--- src/rtl/afg_pkg.sv ---
// afg_pkg: shared types, constants and codes of the playback fifo with gain
// no dependencies; used by afg_if, afg_lane, the top level and the testbench
`timescale 1ns / 1ps

package afg_pkg;

   localparam int DEPTH_FRAMES  = 1024;
   localparam int ADDR_BITS     = $clog2(DEPTH_FRAMES);
   localparam int FREE_BITS     = ADDR_BITS + 1;
   localparam int COUNT_BITS    = 32;
   localparam int SAMPLE_BITS   = 16;
   localparam int FRAME_BITS    = 2 * SAMPLE_BITS;
   localparam int GAIN_BITS     = 16;
   localparam int GAIN_FRAC     = 14;
   localparam int PROD_BITS     = SAMPLE_BITS + GAIN_BITS + 1;
   localparam int CHAN_BITS     = 2;
   localparam int KIND_BITS     = 2;
   localparam int CSR_ADDR_BITS = 3;
   localparam int CSR_DATA_BITS = 32;

   localparam logic [GAIN_BITS-1:0] GAIN_RESET = GAIN_BITS'(16384);
   localparam logic [CHAN_BITS-1:0] CHAN_RESET = CHAN_BITS'(2);
   localparam logic [CHAN_BITS-1:0] CHAN_MONO  = CHAN_BITS'(1);

   // request kinds; the remaining code is a no-op
   typedef enum logic [KIND_BITS-1:0] {
      KIND_WRITE = 2'd0,
      KIND_PLAY  = 2'd1,
      KIND_FLUSH = 2'd2
   } kind_type;

   // register index, taken from paddr bit 2
   typedef enum logic {
      REG_GAIN    = 1'b0,
      REG_CHANNEL = 1'b1
   } reg_index_type;

   // per-request status travelling alongside the lanes
   typedef struct packed {
      logic                  accepted;
      logic                  underrun;
      logic [FREE_BITS-1:0]  free_slots;
      logic [COUNT_BITS-1:0] played_frames;
      logic                  block_end;
      logic                  deliver;
   } status_type;

   // lane stage controls
   typedef struct packed {
      logic load_mul;
      logic load_out;
      logic keep;
   } lane_ctrl_type;

endpackage

--- src/rtl/afg_lane.sv ---
// afg_lane: one gain lane, registered multiply then round and saturate
// depends on afg_pkg
`timescale 1ns / 1ps

module afg_lane (
   input  logic                                   clock,
   input  afg_pkg::lane_ctrl_type                 ctrl,
   input  logic signed [afg_pkg::SAMPLE_BITS-1:0] sample,
   input  logic [afg_pkg::GAIN_BITS-1:0]          gain,
   output logic signed [afg_pkg::SAMPLE_BITS-1:0] result
);

   localparam int PB = afg_pkg::PROD_BITS;
   localparam int SB = afg_pkg::SAMPLE_BITS;
   localparam logic signed [PB-1:0] ROUND_HALF = PB'(1) <<< (afg_pkg::GAIN_FRAC - 1);
   localparam logic signed [PB-1:0] SAT_MAX    = (PB'(1) <<< (SB - 1)) - PB'(1);
   localparam logic signed [PB-1:0] SAT_MIN    = -(PB'(1) <<< (SB - 1));

   logic signed [PB-1:0] prod_ff, prod_in;
   logic                 keep_ff;
   logic signed [SB-1:0] result_ff, result_in;
   logic signed [afg_pkg::GAIN_BITS:0] gain_s;
   logic signed [PB-1:0] rounded, shifted;

   always_comb begin
      gain_s  = {1'b0, gain};
      prod_in = PB'(sample) * PB'(gain_s);
   end

   // round to nearest, ties upward, then clamp to the sample range; a frame not kept gives zero
   always_comb begin
      rounded = prod_ff + ROUND_HALF;
      shifted = rounded >>> afg_pkg::GAIN_FRAC;
      if (!keep_ff) begin
         result_in = '0;
      end else if (shifted > SAT_MAX) begin
         result_in = SB'(SAT_MAX);
      end else if (shifted < SAT_MIN) begin
         result_in = SB'(SAT_MIN);
      end else begin
         result_in = SB'(shifted);
      end
   end

   always_ff @(posedge clock) begin
      if (ctrl.load_mul) begin
         prod_ff <= prod_in;
         keep_ff <= ctrl.keep;
      end
      if (ctrl.load_out) begin
         result_ff <= result_in;
      end
   end

   assign result = result_ff;

endmodule

--- config.mk ---
export PLATFORM = sky130hd
export DESIGN_NAME = afg_lane
export DESIGN_NICKNAME = d
export VERILOG_FILES = /design/src/rtl/afg_pkg.sv /design/src/rtl/afg_lane.sv
export SDC_FILE = /design/constraint.sdc
export NUM_CORES = 1
export LEC_CHECK = 0
export ABC_AREA = 1
export BUFFER_PORTS_ARGS = -buffer_cell sky130_fd_sc_hd__buf_4
export CAP_MARGIN = 10
export CORE_ASPECT_RATIO = 1.1
export CORE_MARGIN = 2
export CORE_UTILIZATION = 60
export DETAILED_ROUTE_END_ITERATION = 8
export GPL_ROUTABILITY_DRIVEN = 0
export PLACE_DENSITY = 0.78
export SLEW_MARGIN = 40
export SYNTH_ARGS = -nofsm -noshare
export SYNTH_HDL_FRONTEND = slang
export SYNTH_SLANG_ARGS = --single-unit
--- constraint.sdc ---
create_clock -name clock -period 7.8 [get_ports clock]
set_input_delay 1.56 -clock clock [delete_from_list [all_inputs] [get_ports clock]]
set_output_delay 1.56 -clock clock [all_outputs]
set_load 0.02 [all_outputs]
# Word level (Yosys, flattened, before mapping)
# Index checks and enable logic that the tools add are counted.
op_classes:
  add_sub_neg: 1
  mul: 1
  n_lt_le_gt_ge: 2
  muxes: 2
  bitwise_logic: 1
  reduce_logical: 1
op_table:
  columns: ["operator", "n"]
  rows:
  - ["$add A33 B15 Y33 const B", 1]
  - ["$mul A16 B17 Y33", 1]
  - ["$gt A19 B16 Y1 const B", 1]
  - ["$lt A19 B16 Y1 const B", 1]
  - ["$mux W16", 1]
  - ["$mux W15", 1]
  - ["$reduce_or A2 Y1", 1]
  - ["$not A1 Y1", 1]
word_totals:
  reg_bits: 50
  in_bits: 36
  output_inout_bits: 16
  wordCells: 12

# Depth between registers and ports, before layout
logic_depth:
  ltp_word: 4
  mapped_depth: 25

# Worst setup path before layout
# OpenSTA, ideal clock, no wires.
synth_path:
  path_kind: "input -> register"
  start: "input sample[2] (netlist name)"
  end: "register prod_ff[22], data pin"
  arrival_time_ps: 6457
  setup_slack_ps: 1091
  path_stages: 21
  n_path_buf: 2
  path_cell_list: "clkbuf_1 > clkbuf_1 > nand2_1 > fa_1 > fa_1 > fa_1 > inv_1 > fa_1 > fa_1 > inv_1 > fa_1 > inv_1 > ha_1 > a21oi_1 > o21ai_0 > a21oi_1 > nand2_1 > a21oi_1 > inv_1 > nand2_1 > nand2_1"
synth_via:
  elab_chain_len: 1
synth_lines:
  columns: ["element", "line_no", "rtl"]
  rows:
  - ["start, declared", "afg_lane.sv:8", "input logic signed [afg_pkg::SAMPLE_BITS-1:0] sample,"]
  - ["$mul A16 B17 Y33", "afg_lane.sv:27", "prod_in = PB'(sample) * PB'(gain_s);"]
  - ["via prod_in[22]", "afg_lane.sv:19", "logic signed [PB-1:0] prod_ff, prod_in;"]
  - ["end signal, assigned", "afg_lane.sv:47", "prod_ff <= prod_in;"]
  - ["end, declared", "afg_lane.sv:19", null]
# The timed path passes the listed nets, and every way through them passes these cells.
# A chain may end at the register's enable or synchronous reset.

# Final worst setup path
layout_path:
  start: "input sample[15] (netlist name)"
  end: "register prod_ff[32], data pin"
# Same word-level chain as after synthesis.

==> results.txt <==
Maxcap violations - 0
Hold Vio Cnt, Final - 0
Total number of vias - 8,907
Synth Flop Type - edfxtp_1
Core area - 0.0184 mm²
Fin nets - 1,821
Commonest cells post-synth - inv_1, nand2_1, fa_1
Top-count cell post-synth - inv_1
Row cnt - 52
Ys Warns - 0
Unique masters post-synth - 35
CP max-delay cell - fa_1
Seq cells post-synth - 37
CP max stage delay - 0.55 ns
WL/cell - 14.3 µm
IO Count - 52
Layout Area Growth over Synthesis - 5.18%
Die height - 148 µm
Port-buffer cells - 51
Synthesized area - 0.0112 mm²
FILL cells - 1,579
Sequential fraction of the synthesis area - 0.0989
Cts hold-fix bufs - 0
Number of vias per cell - 5.19
Vias in the first global route - 9,160
Post-Syn Area per Cell - 7.64 µm²
Setup_tns - 0 ns
Kind of critical path - input pin to register
Final period utilization - 0.848
Fin crit period - 6.61 ns
CTS tree - built
Cts repair resizes - 0
Maximum clock rate - 0.151 GHz
Drt pass-1 iters - 5
Final WL - 24,500 µm
Die ar. - 0.0198 mm²
Clock skew - 0.00828 ns
Largest net degree at the start of global routing - 22
Worst Setup SP - sample[15]
Final setup fails - 0
Ant diodes - 0
H-tree depth - 2
Die W - 134 µm
CTS buffer count - 5
Worst EP arrival - 6.65 ns
HPWL after detailed placement - 21,000 µm
Reg clk slew, reported paths - 0.05 ns
CP max FO - 10
Async S/R FF share, synth - 0
Later-pin clock latency in the skew report - 0.28 ns
Clock Tree Buf Depth - 2
Sum of buffers and inverters on the critical path - 7
Crit path launch type - input pin
Slew Limit Headroom - 0.544
Cell family with most CP delay - adder cells
CP Capture Type - register
CP Cell Sequence - buf_4 -> inv_1 -> buf_4 -> or2_2 -> fa_1 -> inv_1 -> fa_1 -> inv_1 -> fa_1 -> inv_1 -> fa_1 -> fa_1 -> ha_1 -> ha_1 -> inv_1 -> o21bai_1 -> a21oi_1 -> o21ai_0 -> a21oi_1 -> nand2_1 -> nand2_1 -> nand2_1
DRC viols - 0
Antenna violations before repair - 0
Synth area leaders - fa_1, inv_1, nand2_1
DR iter-0 viols - 533
First-pass GRT wire length - 42,200 µm
Outcome - completed
Synth top area share - 0.344
Root Buffer - clkbuf_16
Share of post-route cells with drive strength above 1 - 0.0673
Req. time, crit path - 7.84 ns
Area leader, netlist - fa_1
Routed Antenna Nets - 0
GR Overflow Total - 0
Layout Utilization - 0.642
Worst Hold Class - register to register
EDFF count, synth - 37
Worst Tran Pin Value - 0.684 ns
Initial Util - 0.610
Final Max Slew Viols - 0
Origin of the critical flop-to-flop path - prod_ff[13]
HP Start - prod_ff[17]
Worst hold slack - 0.756 ns
Postcts setup bufs - 0
RSZ-0062 raised after global routing - false
Global Route Usage Sum - 0.262
CTS sink cnt - 37
Cells after Synth - 1,470
Synth Net Count - 1,819
## metal layers
| layer | track usage | wire length [µm] | vias to the layer above |
|---|---|---|---|
| met5 | 0 | 0 | - |
| li1 | - | - | 4254 |
| met4 | 0.0684 | 570 | 0 |
| met1 | 0.342 | 10200 | 4334 |
| met2 | 0.477 | 12700 | 268 |
| met3 | 0.0134 | 1030 | 51 |
## state kept, by name, summed over array words and instances (netlist names)
register,flops
prod_ff,20
result,16
keep_ff,1
## worst paths after layout
| path | to | slack (ns) | depth (start not counted) |
|---|---|---|---|
| min | result[3] | 0.76 | 3 |
| max | prod_ff[32] | 1.19 | 22 |
| min reg2reg | result[3] | 0.76 | 3 |
| max reg2reg | result[2] | 5.71 | 12 |
## cell families (layout without fill, tap and decap cells)
| group | Yosys count | count (layout) | synth area share |
|---|---|---|---|
| xor gates and xnor gates | 25 | 25 | 0.0202 |
| DFF | 37 | 37 | 0.0989 |
| AOI/OAI and AO/OA | 67 | 67 | 0.0333 |
| buffers and inverters | 472 | 474 | 0.160 |
| and+or+nand+nor | 556 | 556 | 0.210 |
| adders and majority gates | 313 | 313 | 0.477 |
## layout make-up
| class | instances | area (µm²) | share of cell area |
|---|---|---|---|
| clock buffer | 6 | 129 | 0.0109 |
| inverter | 415 | 1560 | 0.132 |
| timing repair buffer | 52 | 390 | 0.0330 |
| sequential | 37 | 1110 | 0.0940 |
| multi-input combinational | 961 | 8320 | 0.704 |
| tap | 243 | 304 | 0.0257 |
| clock inverter | 1 | 3.75 | 0.000318 |
## per-stage QoR
stage                     instance area [µm²]  instances  setup WS, ns
after global placement                  11700       1708         0.968
after global routing                    11800       1715         0.891
final                                   11800       1715          1.19
after floorplan                         11200       1470          1.09
after CTS                               11800       1715          1.20
after detailed placement                11700       1708         0.912
## worst min-delay path: stages (launching register included)
cell and delay (ns):
edfxtp_1 0.39, xor2_1 0.08, nand3_1 0.08, nand2_1 0.05
## cell usage in the layout (no fill, tap or decap), types with 6 or more instances in the layout
cell      synthesis  routed
xnor2_1           9       9
xor2_1           15      15
buf_4             2      52
nand3_2          13      13
nand2_1         403     403
edfxtp_1         37      37
a21oi_1          33      33
nand3_1          33      33
fa_1            193     193
nor3_1           10      10
nand2_2           6       6
ha_1            120     120
or2_2             7       7
nor2_1           65      65
o21bai_1          6       6
inv_1           412     412
o21ai_0          16      16
Power is not shown: default switching activity piles up to over one toggle a cycle in this logic, so the estimate is an artifact.
